## src/sv/ntbl_pkg.sv

```systemverilog
// shared types, constants and the colour table for the neighbor table block
// no dependencies
package ntbl_pkg;

    localparam int TABLE_SIZE_DEF = 16;

    localparam int ID_W   = 9;
    localparam int AGE_W  = 4;
    localparam int CNT_W  = 8;
    localparam int TMR_W  = 8;
    localparam int CFG_IDX_W = 3;
    localparam int CFG_DATA_W = 8;
    localparam int S_TDATA_W = 16;

    localparam logic [AGE_W-1:0] AGE_MAX      = 4'd15;
    localparam logic [CNT_W-1:0] NO_COUNT_MIN = 8'd17;
    localparam logic [TMR_W-1:0] TMR_MAX      = 8'd255;

    localparam logic [AGE_W-1:0] RST_EXPIRY      = 4'd4;
    localparam logic [TMR_W-1:0] RST_AGE_PERIOD  = 8'd32;
    localparam logic [TMR_W-1:0] RST_BLINK_OFF   = 8'd32;
    localparam logic [TMR_W-1:0] RST_BLINK_PER   = 8'd64;
    localparam logic [TMR_W-1:0] RST_MOVE_STOP   = 8'd64;
    localparam logic [TMR_W-1:0] RST_MOVE_PER    = 8'd96;
    localparam logic [TMR_W-1:0] RST_STARTUP     = 8'd96;

    typedef enum logic [CFG_IDX_W-1:0] {
        CFG_EXPIRY       = 3'd0,
        CFG_AGE_PERIOD   = 3'd1,
        CFG_BLINK_OFF    = 3'd2,
        CFG_BLINK_PERIOD = 3'd3,
        CFG_MOVE_STOP    = 3'd4,
        CFG_MOVE_PERIOD  = 3'd5,
        CFG_STARTUP      = 3'd6
    } cfg_idx_t;

    typedef struct packed {
        logic [AGE_W-1:0] expiry_threshold;
        logic [TMR_W-1:0] age_period;
        logic [TMR_W-1:0] blink_off_at;
        logic [TMR_W-1:0] blink_period;
        logic [TMR_W-1:0] move_stop_at;
        logic [TMR_W-1:0] move_period;
        logic [TMR_W-1:0] startup_delay;
    } cfg_t;

    typedef struct packed {
        logic [ID_W-1:0]  id;
        logic [AGE_W-1:0] age;
        logic [CNT_W-1:0] count;
    } entry_t;

    // status of the flash, led and motion unit
    typedef struct packed {
        logic       flashing;
        logic [2:0] led_color;
        logic       moving;
    } mode_t;

    typedef enum logic [2:0] {
        ST_IDLE,
        ST_READ,
        ST_CHECK,
        ST_APPEND,
        ST_DECIDE,
        ST_FINISH
    } st_t;

    // white, red, yellow, green, blue, teal, purple, then off
    function automatic logic [2:0] colour_for(input logic [7:0] n);
        logic [2:0] c;
        case (n)
            8'd0:    c = 3'd7;
            8'd1:    c = 3'd4;
            8'd2:    c = 3'd6;
            8'd3:    c = 3'd2;
            8'd4:    c = 3'd1;
            8'd5:    c = 3'd3;
            8'd6:    c = 3'd5;
            default: c = 3'd0;
        endcase
        return c;
    endfunction

endpackage

```

## src/sv/ntbl_mode.sv

```systemverilog
// flash mode, blink and motion timers, led colour and motion state
// depends on ntbl_pkg
module ntbl_mode #(
    parameter int CW = 5
) (
    input  logic          aclk,
    input  logic          aresetn,
    input  ntbl_pkg::cfg_t  cfg,
    input  logic          upd,
    input  logic [CW-1:0] used,
    input  logic [7:0]    smallest,
    output ntbl_pkg::mode_t status
);
    import ntbl_pkg::*;

    logic [TMR_W-1:0] blink_timer_reg, blink_timer_next;
    logic [TMR_W-1:0] move_timer_reg, move_timer_next;
    logic [TMR_W-1:0] since_reset_reg, since_reset_next;
    logic             flash_reg, flash_next;
    logic [2:0]       led_reg, led_next;
    logic             motion_reg, motion_next;

    always_comb begin
        logic [7:0] used8;
        used8 = 8'(used);
        blink_timer_next = blink_timer_reg + 8'd1;
        move_timer_next  = move_timer_reg + 8'd1;
        since_reset_next = (since_reset_reg == TMR_MAX) ? TMR_MAX : since_reset_reg + 8'd1;
        flash_next  = flash_reg;
        led_next    = led_reg;
        motion_next = motion_reg;

        if (used8 <= smallest) begin
            if (!flash_next) begin
                flash_next       = 1'b1;
                blink_timer_next = '0;
                move_timer_next  = '0;
            end
        end else begin
            flash_next = 1'b0;
        end

        if (flash_next) begin
            if (blink_timer_next == cfg.blink_off_at) begin
                led_next = 3'd0;
            end else if (blink_timer_next == cfg.blink_period) begin
                blink_timer_next = '0;
                led_next = colour_for(used8);
                if (used8 == 8'd0) motion_next = 1'b0;
            end
        end else begin
            led_next = colour_for(used8);
            if (used8 == 8'd0) motion_next = 1'b0;
        end

        if (since_reset_next > cfg.startup_delay) begin
            if (flash_next) begin
                if (move_timer_next == cfg.move_stop_at) begin
                    motion_next = 1'b0;
                end else if (move_timer_next == cfg.move_period) begin
                    if (used8 != 8'd0) motion_next = 1'b1;
                    move_timer_next = '0;
                end
            end else begin
                motion_next = 1'b0;
            end
        end
    end

    always_ff @(posedge aclk) begin
        if (!aresetn) begin
            blink_timer_reg <= '0;
            move_timer_reg  <= '0;
            since_reset_reg <= '0;
            flash_reg       <= 1'b1;
            led_reg         <= 3'd0;
            motion_reg      <= 1'b0;
        end else if (upd) begin
            blink_timer_reg <= blink_timer_next;
            move_timer_reg  <= move_timer_next;
            since_reset_reg <= since_reset_next;
            flash_reg       <= flash_next;
            led_reg         <= led_next;
            motion_reg      <= motion_next;
        end
    end

    assign status.flashing  = flash_reg;
    assign status.led_color = led_reg;
    assign status.moving    = motion_reg;

endmodule

```

## src/sv/neighbor_table_with_heartbeat_expiry.sv

```systemverilog
// flow: each entry is read in ST_READ and checked in ST_CHECK; a message stops at its matching
// entry, a new sender walks every entry to ST_APPEND and a tick walks every entry to ST_DECIDE
// throughput: one word at a time; each entry of the memory is read and then checked, and the
// next word is taken in the cycle after the result register is loaded
// reset: synchronous active low, table empty, flashing on, led off, motion stopped,
// registers at their defaults; memory contents beyond the fill count are never read
module neighbor_table_with_heartbeat_expiry #(
    parameter int TABLE_SIZE = ntbl_pkg::TABLE_SIZE_DEF,
    localparam int CW      = $clog2(TABLE_SIZE + 1),
    localparam int TDATA_W = ((CW + 5 + 7) / 8) * 8
) (
    input  logic                              aclk,
    input  logic                              aresetn,
    input  logic                              s_tvalid,
    output logic                              s_tready,
    input  logic [ntbl_pkg::S_TDATA_W-1:0]    s_tdata,   // sender_id, sender_count
    input  logic                              s_tuser,   // func
    output logic                              m_tvalid,
    input  logic                              m_tready,
    output logic [TDATA_W-1:0]                m_tdata,   // neighbor_count, flashing,
                                                         // led_color, moving
    input  logic                              cfg_valid,
    output logic                              cfg_ready,
    input  logic [ntbl_pkg::CFG_IDX_W-1:0]    cfg_index,
    input  logic [ntbl_pkg::CFG_DATA_W-1:0]   cfg_data
);
    import ntbl_pkg::*;

    localparam int IDX_W = (TABLE_SIZE > 1) ? $clog2(TABLE_SIZE) : 1;

    st_t state_reg, state_next;

    cfg_t             cfg_reg;
    logic [CW-1:0]    used_reg, used_next;
    logic [CW-1:0]    idx_reg, idx_next;
    logic [CW-1:0]    kept_reg, kept_next;
    logic [CNT_W-1:0] min_reg, min_next;
    logic [TMR_W-1:0] age_timer_reg;
    logic             fire_reg;
    logic             func_reg;
    logic [ID_W-1:0]  id_reg;
    logic [CNT_W-1:0] cnt_reg;
    logic             m_tvalid_reg;
    logic [TDATA_W-1:0] m_tdata_reg;

    entry_t mem [TABLE_SIZE];
    entry_t rd_data_reg;
    logic   wr_en;
    logic [IDX_W-1:0] wr_addr;
    entry_t wr_data;

    logic   s_acc;
    logic   mode_upd;
    mode_t  mode_status;
    logic   last_entry;
    logic   id_match;
    logic [AGE_W-1:0] aged;
    logic   keep;
    logic   out_free;

    assign s_tready  = (state_reg == ST_IDLE);
    assign s_acc     = s_tvalid && s_tready;
    assign cfg_ready = 1'b1;
    assign out_free  = !m_tvalid_reg || m_tready;

    assign last_entry = (CW'(idx_reg + CW'(1)) == used_reg);
    assign id_match   = (rd_data_reg.id == id_reg);
    assign aged       = (fire_reg && rd_data_reg.age < AGE_MAX) ?
                        rd_data_reg.age + 4'd1 : rd_data_reg.age;
    assign keep       = (aged < cfg_reg.expiry_threshold);

    // next state
    always_comb begin
        state_next = state_reg;
        case (state_reg)
            ST_IDLE: begin
                if (s_acc) begin
                    if (used_reg != '0)
                        state_next = ST_READ;
                    else if (s_tuser)
                        state_next = ST_DECIDE;
                    else
                        state_next = ST_APPEND;
                end
            end
            ST_READ: state_next = ST_CHECK;
            ST_CHECK: begin
                if (!func_reg && id_match)
                    state_next = ST_FINISH;
                else if (last_entry)
                    state_next = func_reg ? ST_DECIDE : ST_APPEND;
                else
                    state_next = ST_READ;
            end
            ST_APPEND: state_next = ST_FINISH;
            ST_DECIDE: state_next = ST_FINISH;
            ST_FINISH: begin
                if (out_free) state_next = ST_IDLE;
            end
            default: state_next = ST_IDLE;
        endcase
    end

    // datapath controls
    always_comb begin
        wr_en     = 1'b0;
        wr_addr   = idx_reg[IDX_W-1:0];
        wr_data   = rd_data_reg;
        idx_next  = idx_reg;
        kept_next = kept_reg;
        min_next  = min_reg;
        used_next = used_reg;
        mode_upd  = 1'b0;
        case (state_reg)
            ST_IDLE: begin
                idx_next  = '0;
                kept_next = '0;
                min_next  = NO_COUNT_MIN;
            end
            ST_CHECK: begin
                idx_next = CW'(idx_reg + CW'(1));
                if (func_reg) begin
                    // compaction: surviving entries move down to the kept position
                    if (keep) begin
                        wr_en     = 1'b1;
                        wr_addr   = kept_reg[IDX_W-1:0];
                        wr_data   = '{id: rd_data_reg.id, age: aged, count: rd_data_reg.count};
                        kept_next = CW'(kept_reg + CW'(1));
                        if (rd_data_reg.count != '0 && rd_data_reg.count < min_reg)
                            min_next = rd_data_reg.count;
                    end
                end else if (id_match) begin
                    wr_en   = 1'b1;
                    wr_data = '{id: id_reg, age: '0, count: cnt_reg};
                end
            end
            ST_APPEND: begin
                if (used_reg < CW'(TABLE_SIZE)) begin
                    wr_en     = 1'b1;
                    wr_addr   = used_reg[IDX_W-1:0];
                    wr_data   = '{id: id_reg, age: '0, count: cnt_reg};
                    used_next = CW'(used_reg + CW'(1));
                end
            end
            ST_DECIDE: begin
                used_next = kept_reg;
                mode_upd  = 1'b1;
            end
            default: ;
        endcase
    end

    // entry memory, one write and one registered read port
    always_ff @(posedge aclk) begin
        if (wr_en) mem[wr_addr] <= wr_data;
        rd_data_reg <= mem[idx_reg[IDX_W-1:0]];
    end

    always_ff @(posedge aclk) begin
        if (!aresetn) begin
            state_reg     <= ST_IDLE;
            used_reg      <= '0;
            age_timer_reg <= '0;
            fire_reg      <= 1'b0;
            m_tvalid_reg  <= 1'b0;
            cfg_reg       <= '{expiry_threshold: RST_EXPIRY, age_period: RST_AGE_PERIOD,
                               blink_off_at: RST_BLINK_OFF, blink_period: RST_BLINK_PER,
                               move_stop_at: RST_MOVE_STOP, move_period: RST_MOVE_PER,
                               startup_delay: RST_STARTUP};
        end else begin
            state_reg <= state_next;
            used_reg  <= used_next;
            if (s_acc && s_tuser) begin
                logic [TMR_W-1:0] at;
                at = (age_timer_reg == TMR_MAX) ? TMR_MAX : age_timer_reg + 8'd1;
                fire_reg      <= (at >= cfg_reg.age_period);
                age_timer_reg <= (at >= cfg_reg.age_period) ? '0 : at;
            end
            if (state_reg == ST_FINISH && out_free)
                m_tvalid_reg <= 1'b1;
            else if (m_tready)
                m_tvalid_reg <= 1'b0;
            if (cfg_valid && cfg_ready) begin
                case (cfg_idx_t'(cfg_index))
                    CFG_EXPIRY:       cfg_reg.expiry_threshold <= cfg_data[AGE_W-1:0];
                    CFG_AGE_PERIOD:   cfg_reg.age_period       <= cfg_data;
                    CFG_BLINK_OFF:    cfg_reg.blink_off_at     <= cfg_data;
                    CFG_BLINK_PERIOD: cfg_reg.blink_period     <= cfg_data;
                    CFG_MOVE_STOP:    cfg_reg.move_stop_at     <= cfg_data;
                    CFG_MOVE_PERIOD:  cfg_reg.move_period      <= cfg_data;
                    CFG_STARTUP:      cfg_reg.startup_delay    <= cfg_data;
                    default: ;
                endcase
            end
        end
    end

    always_ff @(posedge aclk) begin
        idx_reg  <= idx_next;
        kept_reg <= kept_next;
        min_reg  <= min_next;
        if (s_acc) begin
            func_reg <= s_tuser;
            id_reg   <= ID_W'(s_tdata[7:0]) + 9'd1;
            cnt_reg  <= s_tdata[15:8];
        end
        if (state_reg == ST_FINISH && out_free)
            m_tdata_reg <= TDATA_W'({mode_status.moving, mode_status.led_color,
                                     mode_status.flashing, used_reg});
    end

    ntbl_mode #(
        .CW(CW)
    ) u_mode (
        .aclk     (aclk),
        .aresetn  (aresetn),
        .cfg      (cfg_reg),
        .upd      (mode_upd),
        .used     (kept_reg),
        .smallest (min_reg),
        .status   (mode_status)
    );

    assign m_tvalid = m_tvalid_reg;
    assign m_tdata  = m_tdata_reg;

endmodule

```

## config.mk

```make
export PLATFORM = sky130hd
export DESIGN_NAME = neighbor_table_with_heartbeat_expiry
export DESIGN_NICKNAME = d
export VERILOG_FILES = /design/src/sv/ntbl_pkg.sv /design/src/sv/ntbl_mode.sv /design/src/sv/neighbor_table_with_heartbeat_expiry.sv
export SDC_FILE = /design/constraint.sdc
export NUM_CORES = 1
export LEC_CHECK = 0
export ABC_AREA = 0
export BUFFER_PORTS_ARGS = -buffer_cell sky130_fd_sc_hd__buf_2
export CAP_MARGIN = 20
export CORE_UTILIZATION = 50
export CTS_BUF_LIST = sky130_fd_sc_hd__clkbuf_8
export CTS_CLUSTER_DIAMETER = 60
export DETAILED_ROUTE_END_ITERATION = 16
export PLACE_DENSITY = 0.75
export SLEW_MARGIN = 20
export SYNTH_ARGS = -nofsm -noshare
export SYNTH_HDL_FRONTEND = slang
export SYNTH_SLANG_ARGS = --single-unit
```

## constraint.sdc

```tcl
create_clock -name aclk -period 5.5 [get_ports aclk]
set_input_delay 0.55 -clock aclk [delete_from_list [all_inputs] [get_ports aclk]]
set_output_delay 0.55 -clock aclk [all_outputs]
set_load 0.02 [all_outputs]
```

# Word level (Yosys, flattened, before mapping)
# Memory sizes are Yosys's and may differ from the RTL's. A register that Yosys moved wholly into a read port is not among the register bits.
# Index checks and enable logic that the tools add are counted.
[word_totals]
memories = 1
reg_bits = 145
elab_cells = 171
inputBits = 33
mem_bits_rw = 336
out_inout_bits = 19
[memory_table]
columns = ["name", "depth", "word_bits", "read_ports", "rd_ports_with_merged_regs", "wr", "line", "rtl"]
rows = [
  ["mem", 16, 21, 1, 1, 1, "neighbor_table_with_heartbeat_expiry.sv:46", "entry_t mem [TABLE_SIZE];"],
]
[classes]
n_reduce_logical = 31
add_sub_neg = 9
n_eq_ne = 32
mux = 66
magnitude_cmp = 7
[op_table]
columns = ["cell", "n"]
rows = [
  ["8-bit two-way mux", 17],
  ["21-bit two-way mux", 3],
  ["21-bit case mux with 2 select lines", 1],
  ["8-bit by 1-bit adder with 8-bit output, second input constant", 4],
  ["8-bit equality test", 4],
  ["3-bit two-way mux", 10],
  ["5-bit case mux with 2 select lines", 3],
  ["3-bit case mux with 7 select lines", 1],
  ["2-bit AND reduction", 10],
  ["1-bit two-way mux", 19],
  ["8-bit equality test, second input constant", 2],
  ["4-bit two-way mux", 4],
  ["8-bit case mux with 2 select lines", 1],
  ["5-bit by 1-bit adder with 5-bit output, second input constant", 3],
  ["3-bit equality test, second input constant", 5],
  ["5-bit by 3-bit equality test with 1-bit output, second input constant", 3],
  ["5-bit two-way mux", 3],
  ["3-bit case mux with 5 select lines", 1],
  ["3-bit by 2-bit equality test with 1-bit output, second input constant", 4],
  ["12-bit two-way mux", 1],
  ["5-bit by 2-bit equality test with 1-bit output, second input constant", 2],
  ["2-bit inequality test, second input constant", 5],
  ["5-bit nonzero test", 2],
  ["8-bit by 1-bit adder with 9-bit output, second input constant", 1],
  ["26 further kinds", 36],
]

# Longest topological paths before layout
# Gate-level depths: netlist of run 1.
[logic_depth]
depth_word = 12
mapped_depth = 17
depth_no_buf = 17

# By module
# Synthesis of run 1 repeated with hierarchy kept, for this count alone.
[unflattened]
hier_cells = 1579
area_unflattened_um2 = 22384.0
[by_module_without_submodules]
columns = ["module", "cells_per_inst", "n_inst", "area_per_inst_um2", "seq_area_each_um2"]
rows = [
  ["neighbor_table_with_heartbeat_expiry", 1160, 1, 19202.2, 13292.7],
  ["ntbl_mode", 419, 1, 3181.8, 580.6],
]

# Least setup slack after synthesis of run 1
# Ideal clock, no wire load.
[synth_timing]
path_type = "reg2reg"
startpoint = "reg, netlist name rd_data_reg[8]"
endpoint = "mem mem[5][0] in the netlist's numbering, enable pin"
setup_time_ns = 0.399
required_ns = 5.101
path_buffers = 0
t_arrival_ns = 3.582
path_stages_with_launch = 13
slack_ns = 1.520
synth_period_minus_slack_ns = 3.980
cell_sequence = "dfxtp_1 ha_1 nand3_1 nand2_1 mux2_2 ha_1 o31ai_1 a21oi_1 mux2i_1 a221oi_1 nor2b_1 nand2_1 nor2_1"
[synth_via]
elab_chain_len = 9
word_cells_on_any_way = 13
cone_classes = "1 x add/sub; 2 x order compare; 9 x mux; 1 x reduce/logical"
[synth_rtl]
columns = ["element", "line", "rtl"]
rows = [
  ["4-bit less-than comparator", "neighbor_table_with_heartbeat_expiry.sv:68", "assign aged = (fire_reg && rd_data_reg.age < AGE_MAX) ?"],
  ["1-bit logical AND", "neighbor_table_with_heartbeat_expiry.sv:68", ""],
  ["4-bit two-way mux (*)", "neighbor_table_with_heartbeat_expiry.sv:68", ""],
  ["4-bit less-than comparator (*)", "neighbor_table_with_heartbeat_expiry.sv:70", "assign keep = (aged < cfg_reg.expiry_threshold);"],
  ["1-bit two-way mux", "neighbor_table_with_heartbeat_expiry.sv:124", "if (keep) begin"],
  ["1-bit two-way mux", "neighbor_table_with_heartbeat_expiry.sv:122", "if (func_reg) begin"],
  ["1-bit case mux with 2 select lines", "neighbor_table_with_heartbeat_expiry.sv:114", "case (state_reg)"],
  ["1-bit two-way mux", "neighbor_table_with_heartbeat_expiry.sv:155", "if (wr_en) mem[wr_addr] <= wr_data;"],
  ["1-bit two-way mux (not written as such)", "neighbor_table_with_heartbeat_expiry.sv:155", ""],
  ["to (decl)", "neighbor_table_with_heartbeat_expiry.sv:46", ""],
]
# Every way passes the cells marked *; elsewhere a longest branch is shown, timed or not.

# Worst setup path after layout of run 1
[layout_timing]
startpoint = "reg, netlist name rd_data_reg[8]"
endpoint = "mem mem[8][16] in the netlist's numbering, enable pin"
[layout_via]
elab_chain_len = 9
word_cells_on_any_way = 13
cone_classes = "1 x add/sub; 2 x order compare; 9 x mux; 1 x reduce/logical"
[layout_rtl]
columns = ["element", "line"]
rows = [
  ["4-bit less-than comparator", "neighbor_table_with_heartbeat_expiry.sv:68"],
  ["1-bit logical AND", "neighbor_table_with_heartbeat_expiry.sv:68"],
  ["4-bit two-way mux (*)", "neighbor_table_with_heartbeat_expiry.sv:68"],
  ["4-bit less-than comparator (*)", "neighbor_table_with_heartbeat_expiry.sv:70"],
  ["1-bit two-way mux", "neighbor_table_with_heartbeat_expiry.sv:124"],
  ["1-bit two-way mux", "neighbor_table_with_heartbeat_expiry.sv:122"],
  ["1-bit case mux with 2 select lines", "neighbor_table_with_heartbeat_expiry.sv:114"],
  ["1-bit two-way mux", "neighbor_table_with_heartbeat_expiry.sv:155"],
  ["1-bit two-way mux (not written as such)", "neighbor_table_with_heartbeat_expiry.sv:155"],
]
# Marked as above.

==> results.md, run 1 <==
* Status: finished, final reports clean
* Final Hold Vio Count at 0
* Slew HR at 0.334
* IO Pins at 52
* Register bit count reported by yosys at 502
* Final period utilization at 0.818
* Total gr overflow at 0
* Total routed wirelength at 48500 µm
* Post-CTS sizing at 0
* Most frequent cells in the layout: 382 x edfxtp_1, 170 x nand2_1, 120 x dfxtp_1, 105 x mux4_2, 87 x nor2_1
* Critical path's slowest cell: nor2_2
* Number of global-route vias before repair at 12856
* Met3 wire length at 3740 µm
* Root buffer cell: clkbuf_8
* Clk sinks at 502
* Total Routing Usage GR at 0.224
* # H-tree levels at 3
* Syn_area_per_cell at 14.4 µm²
* Core area at 42300 µm²
* Yosys top cell by area: edfxtp_1
* Final Max Slew Viols at 0
* DR iter-0 viols at 1271
* 1st-pass router iterations at 7
* Max FFs per register at 336
* Placer Congestion at 0.904
* Largest net degree at the start of global routing at 92
* Wire per inst at 21.7 µm
* Post-route core utilization at 0.570
* Commonest non-fill, non-tap cell in the layout: edfxtp_1
* Uppermost routed layer: met4
* Total Nets Final at 1670
* CTS tree: done
* F_max at 0.222 GHz
* Hpwl dp at 31600 µm
* EDFF count, synth at 382
* Maxcap violations at 0
* DRC violations left at 0
* CP peak stage delay at 0.66 ns
* Setup Buffers After CTS at 0
* Die X at 210 µm
* Post-synth cell types at 82
* Layout area overhead at 11.2%
* Yosys top cell area share at 0.529
* Dominant synthesized flop cell: edfxtp_1
* Worst-path fanout max at 12
* HP Class: input pin to register
* Worst clock skew at 0.0320 ns
* Worst IR drop on VDD at 0.308 mV
* Worst-margin pin slew at 0.991 ns
* Ranking of synthesized cells by area: edfxtp_1 53%, dfxtp_1 11%, mux4_2 11%
* DRT antenna net count at 0
* I/O Buffers at 44
* Setup TNS at 0 ns
* Fin cells at 2233
* Maximum buffer depth of the clock tree at 3
* Crit. End Element: register
* Clock-pin slew on the worst setup and hold paths at 0.06 ns
* Share of cells above drive strength 1 at 0.204
* Met2 routed WL at 23600 µm
* Leak at 8.25 nW
* Unrepaired setup endpoints after global routing: false
* PwrDens at 464 nW/µm²
* Netlist Area Pre-Place at 21700 µm²
* Die height at 210 µm
* Crit Path Category: register to register
* Ant. Diodes at 0
* Die ar. at 44200 µm²
* Placed Cells at 2089
* Async SR Flop Fraction at 0
* CP Data Arrival Time at 4.85 ns
* Via-to-Cell Ratio at 5.89
* CP cell instances: ha_1 > nand3_1 > nand2_1 > mux2_2 > ha_1 > o31ai_1 > a21oi_1 > nor2_1 > a221oi_1 > nand2_1 > nor2_2 > buf_4
* Crit start category: register
* Register area share after synthesis at 0.640
* Metal-1 WL at 19700 µm
* Tmin final at 4.50 ns
* # rows at 75
* Setup-failing EPs final at 0
* Worst endpoint required time at 5.85 ns
* Initial Util at 0.513
* Post-Synthesis Cells at 1504
* Cts hold-fix bufs at 0
* First-pass GRT wire length at 74500 µm
* Synth Warn # at 0
* TritonCTS Buffers at 79
* Worst-Skew Late Latency at 0.66 ns
* Via count at 13160
* Initial antenna violation count at 1
[path summary, 6_finish.rpt]
kind / startpoint / end / slack (ns) / cells past startpoint
max: rd_data_reg[8]$_DFF_P_ / mem[8][16]$_DFFE_PP_ / 1.00 / 12
min: s_tdata[8] / cnt_reg[0]$_DFFE_PP_ / 0.08 / 1
max reg2reg: rd_data_reg[8]$_DFF_P_ / mem[8][16]$_DFFE_PP_ / 1.00 / 12
min reg2reg: u_mode.led_reg[2]$_SDFFE_PN0P_ / m_tdata[8]$_DFFE_PP_ / 0.43 / 0
[layout make-up]
type | instances | area [µm²]
Fill cell | 3201 | 18200
Sequential cell | 502 | 13900
Multi-Input combinational cell | 894 | 7410
Clock buffer | 85 | 1170
Tap cell | 577 | 722
Timing Repair Buffer | 74 | 458
Clock inverter | 59 | 320
Inverter | 42 | 158
[cells in the mapped netlist (all sizes together), types with 10 or more instances]
cell and count:
edfxtp 382, nand2 170, dfxtp 120, mux4 105, nor2 104, a21oi 74, ha 44, clkbuf 43
inv 41, nand3 36, xor2 30, buf 28, o21ai 22, nor3 21, xnor2 21, and3 18
mux2 18, nand2b 17, a21o 16, a22oi 14, a31oi 11, nor2b 11, nor4 10, or3 10
[where the power goes]
part / switching [W] / internal (W) / total, W
sequential: 0.000325 / 0.00488 / 0.00521
combinational: 0.00184 / 0.00120 / 0.00304
clock: 0.00145 / 0.00149 / 0.00295
[metrics by stage]
stage	cell area, µm²	setup WS (ns)	hold slack (ns)	total power [W]
after global placement	22600	1.32	0.415	0.00820
final	24100	1.00	0.0846	0.0112
after CTS	24100	1.07	0.0405	0.0112
after floorplan	21700	1.52	0.406	0.00732
after detailed placement	22600	1.09	0.418	0.00831
after global routing	24100	0.714	0.0467	0.0117
[worst max-delay path, delay by kind of cell, from the launching register on]
kind / cells / cell delay [ns]
adders and majority gates: 2 / 0.52
AOI/OAI and AO/OA: 3 / 1.13
buffers and inverters: 1 / 0.33
DFF: 1 / 0.43
and+or+nand+nor: 5 / 1.41
muxes: 1 / 0.37
[routing by layer]
layer  vias to the layer above  GRT usage
li1                       5952          -
met3                        95     0.0413
met4                         0     0.0863
met1                      6553      0.300
met5                         -          0
met2                       560      0.367
[logic make-up after synthesis]
kind of cell,after synthesis,share of synthesized area
adders and majority gates,44,0.0254
and+or+nand+nor,432,0.0937
AOI/OAI and AO/OA,224,0.0716
buffers and inverters,113,0.0217
DFF,502,0.640
xor gates and xnor gates,55,0.0251
other,2,0.000346
muxes,132,0.123
Power figures use the tool's default switching activity.
==> run 2, diff against run 1 <==
- ABC_AREA: 0 -> 1
- clock period: 5.5 -> 4.25 ns (I/O delays scaled with it)
==> run 2 against run 1 <==
Against the previous run: non-clock buffer count rose by 28; clock skew rose by 0.00085 ns; sequential share of layout area fell by 1.0 points; synthesized cell count rose by 40%; power up 39%; count of clock-buffer cells in the layout rose by 1; worst setup slack got worse by 0.52 ns; sequential power is 28% higher; first-iteration DRC count grew 29%; final cell count increased by 27%; flip-flop and latch count did not move.
==> results.md, run 2 <==
* Switch share at 0.372
* I/O Buffers at 44
* CP peak stage delay at 0.36 ns
* Leak at 9.15 nW
* Worst-margin pin slew at 1.00 ns
* Switching pwr at 0.00578 W
* Post-Synthesis Cells at 2104
* Syn_area_per_cell at 10.4 µm²
* Yosys top cell area share at 0.524
* CP Data Arrival Time at 4.10 ns
* Critical path's most frequent cell: nand3_1
* Initial Util at 0.507
* Async SR Flop Fraction at 0
* DRC violations left at 0
* Slew HR at 0.326
* Seq. cell area at 13900 µm²
* Root buffer cell: clkbuf_8
* Worst endpoint required time at 4.58 ns
* Setup-failing EPs final at 0
* Fillers at 3588
* Yosys top cell by area: edfxtp_1
* Crit Path Category: register to register
* TritonCTS Buffers at 81
* Ranking of synthesized cells by area: edfxtp_1 52%, dfxtp_1 11%, o21ai_0 5.8%
* CP cell instances: ha_1 > nand3_1 > nand2_1 > nor2_1 > nand3_1 > xor2_1 > inv_1 > ha_1 > a21oi_1 > nand3_1 > inv_1 > nand2_1 > nand3_1 > nand2_1 > o21ai_0 > nand3_1 > nor2_2 > buf_4
* Status: finished, final reports clean
* Critical path's slowest cell: nand3_1
* Area occupied by multi-input gates at 6870 µm²
* Fin cells at 2826
* Commonest non-fill, non-tap cell in the layout: edfxtp_1
* Total gr overflow at 0
* Clock Power Share at 0.260
* Worst clock skew at 0.0329 ns
* HP Class: input pin to register
* Final Hold Vio Count at 0
* Most common cell in the netlist: edfxtp_1
* Maxcap violations at 0
* First-pass GRT wire length at 84800 µm
* Hpwl dp at 34300 µm
* Final period utilization at 0.886
* Place WS at 0.551 ns
* Die X at 211 µm
* # rows at 76
* Ant. Diodes at 0
* Die ar. at 44700 µm²
* Met3 Resource Use GR at 0.0567
* Total Routing Usage GR at 0.248
* Number of global-route vias before repair at 15800
* Grt met2 use at 0.408
* Clock-pin slew on the worst setup and hold paths at 0.06 ns
* Most frequent cells in the layout: 382 x edfxtp_1, 271 x nor2_1, 253 x o21ai_0, 248 x nand2_1, 222 x inv_1
* Worst-path fanout max at 21
* Crit. End Element: register
* Register area share after synthesis at 0.633
* Share of cells above drive strength 1 at 0.110
* Crit start category: register
* DRT antenna net count at 0
* Core area at 43200 µm²
* Synth top cells by count: 382 x edfxtp_1, 288 x nor2_1, 256 x o21ai_0
* DR iter-0 viols at 1636
* IO Pins at 52
* Seq pwr share at 0.428
* Clk sinks at 502
* Via count at 16113
* Post-CTS sizing at 0
* Combinational power share at 0.312
* Placer Congestion at 0.858
* Total chip power at 0.0155 W
* Maximum buffer depth of the clock tree at 3
* Final Max Slew Viols at 0
* Max FFs per register at 336
* Synth Warn # at 0
* Unrepaired setup endpoints after global routing: false
* Dominant synthesized flop cell: edfxtp_1
* CTS tree: done
* F_max at 0.266 GHz
* Via-to-Cell Ratio at 5.70
* Wire per inst at 19.3 µm
* Register bit count reported by yosys at 502
* Tmin final at 3.77 ns
* Die height at 211 µm
* Gr busiest metal: met2
* Largest net degree at the start of global routing at 175
* Worst-Skew Late Latency at 0.68 ns
* 1st-pass router iterations at 6
* Setup TNS at 0 ns
* Netlist Area Pre-Place at 21900 µm²
* PwrDens at 632 nW/µm²
* Grt met1 use at 0.311
* Placed Cells at 2676
* Post-route core utilization at 0.569
* Initial antenna violation count at 0
* Total Nets Final at 2260
* Cell-internal power at 0.00974 W
* # H-tree levels at 3
* Post-synth cell types at 47
* Final worst setup slack at 0.484 ns
* EDFF count, synth at 382
* Total routed wirelength at 54700 µm
* Worst IR drop on VDD at 0.501 mV
* Layout area overhead at 12.0%
[run 2: cell types whose count changed in the layout (fill, tap and decap cells not counted), moves of 21 or more]
cell      delta
o21ai_0    +231
nor2_1     +184
inv_1      +151
mux4_2     -105
nand2_1     +78
o221ai_1    +65
nand3_1     +62
a21oi_1     +40
o211ai_1    +21
[run 2: area by class of cell]
class,instances,share of cell area
Sequential cell,502,0.565
Multi-Input combinational cell,1293,0.280
Clock buffer,86,0.0482
Timing Repair Buffer,102,0.0312
Inverter,203,0.0311
Tap cell,585,0.0298
Clock inverter,55,0.0145
[run 2: what timing repair did]
action                                 CTS  global route
endpoints found under the hold margin    9             0
buffers inserted                         0             0
hold buffers                             9             0
setup endpoints to repair                0             0
[run 2: cell families after synthesis]
group,share of synthesized area
adder cells (fa/ha/maj),0.0251
flip-flops,0.633
buffers and inverters,0.0568
other,0.000343
XOR/XNOR,0.0132
multiplexers,0.00308
AO/OA/AOI/OAI,0.138
AND/OR/NAND/NOR,0.130
[run 2: through the flow]
stage	hold slack [ns]	instance area, µm²
2_1_floorplan	0.406	21900
3_3_place_gp	0.420	22900
3_5_place_dp	0.422	22900
4_1_cts	0.0121	24500
5_1_grt	0.0300	24500
6_report	0.0458	24500
[run 2: power by group through the flow]
stage | Combinational, W | Clock [W] | Sequential [W]
after floorplan | 0.00304 | 0 | 0.00665
after global placement | 0.00456 | 0 | 0.00673
after detailed placement | 0.00475 | 0 | 0.00675
after CTS | 0.00478 | 0.00410 | 0.00665
after global routing | 0.00532 | 0.00431 | 0.00668
final | 0.00484 | 0.00403 | 0.00665
[run 2: worst paths after layout]
check / start / endpoint / slack, ns / cells past startpoint
worst max-delay path: rd_data_reg[8]$_DFF_P_ / mem[1][13]$_DFFE_PP_ / 0.48 / 18
worst min-delay path: s_tdata[0] / id_reg[0]$_DFFE_PP_ / 0.05 / 2
worst max register to register: rd_data_reg[8]$_DFF_P_ / mem[1][13]$_DFFE_PP_ / 0.48 / 18
worst min register to register: u_mode.flash_reg$_SDFFE_PN1P_ / m_tdata[5]$_DFFE_PP_ / 0.44 / 0
[run 2: metal layers]
layer  part of all wire  vias to the layer above  wire (µm)
li1                   -                     7570          -
met1               0.40                     7719      21900
met2               0.48                      677      26100
met3              0.082                      147       4480
met4              0.039                        0       2130
met5                  0                        -          0
[run 2: critical path, delay by kind of cell, from the launching register on]
kind / cells / cell delay, ns
simple gates: 10 / 1.44
buf+inv: 3 / 0.61
fa+ha+maj: 2 / 0.51
compound gates: 2 / 0.34
flops: 1 / 0.33
xor+xnor: 1 / 0.17
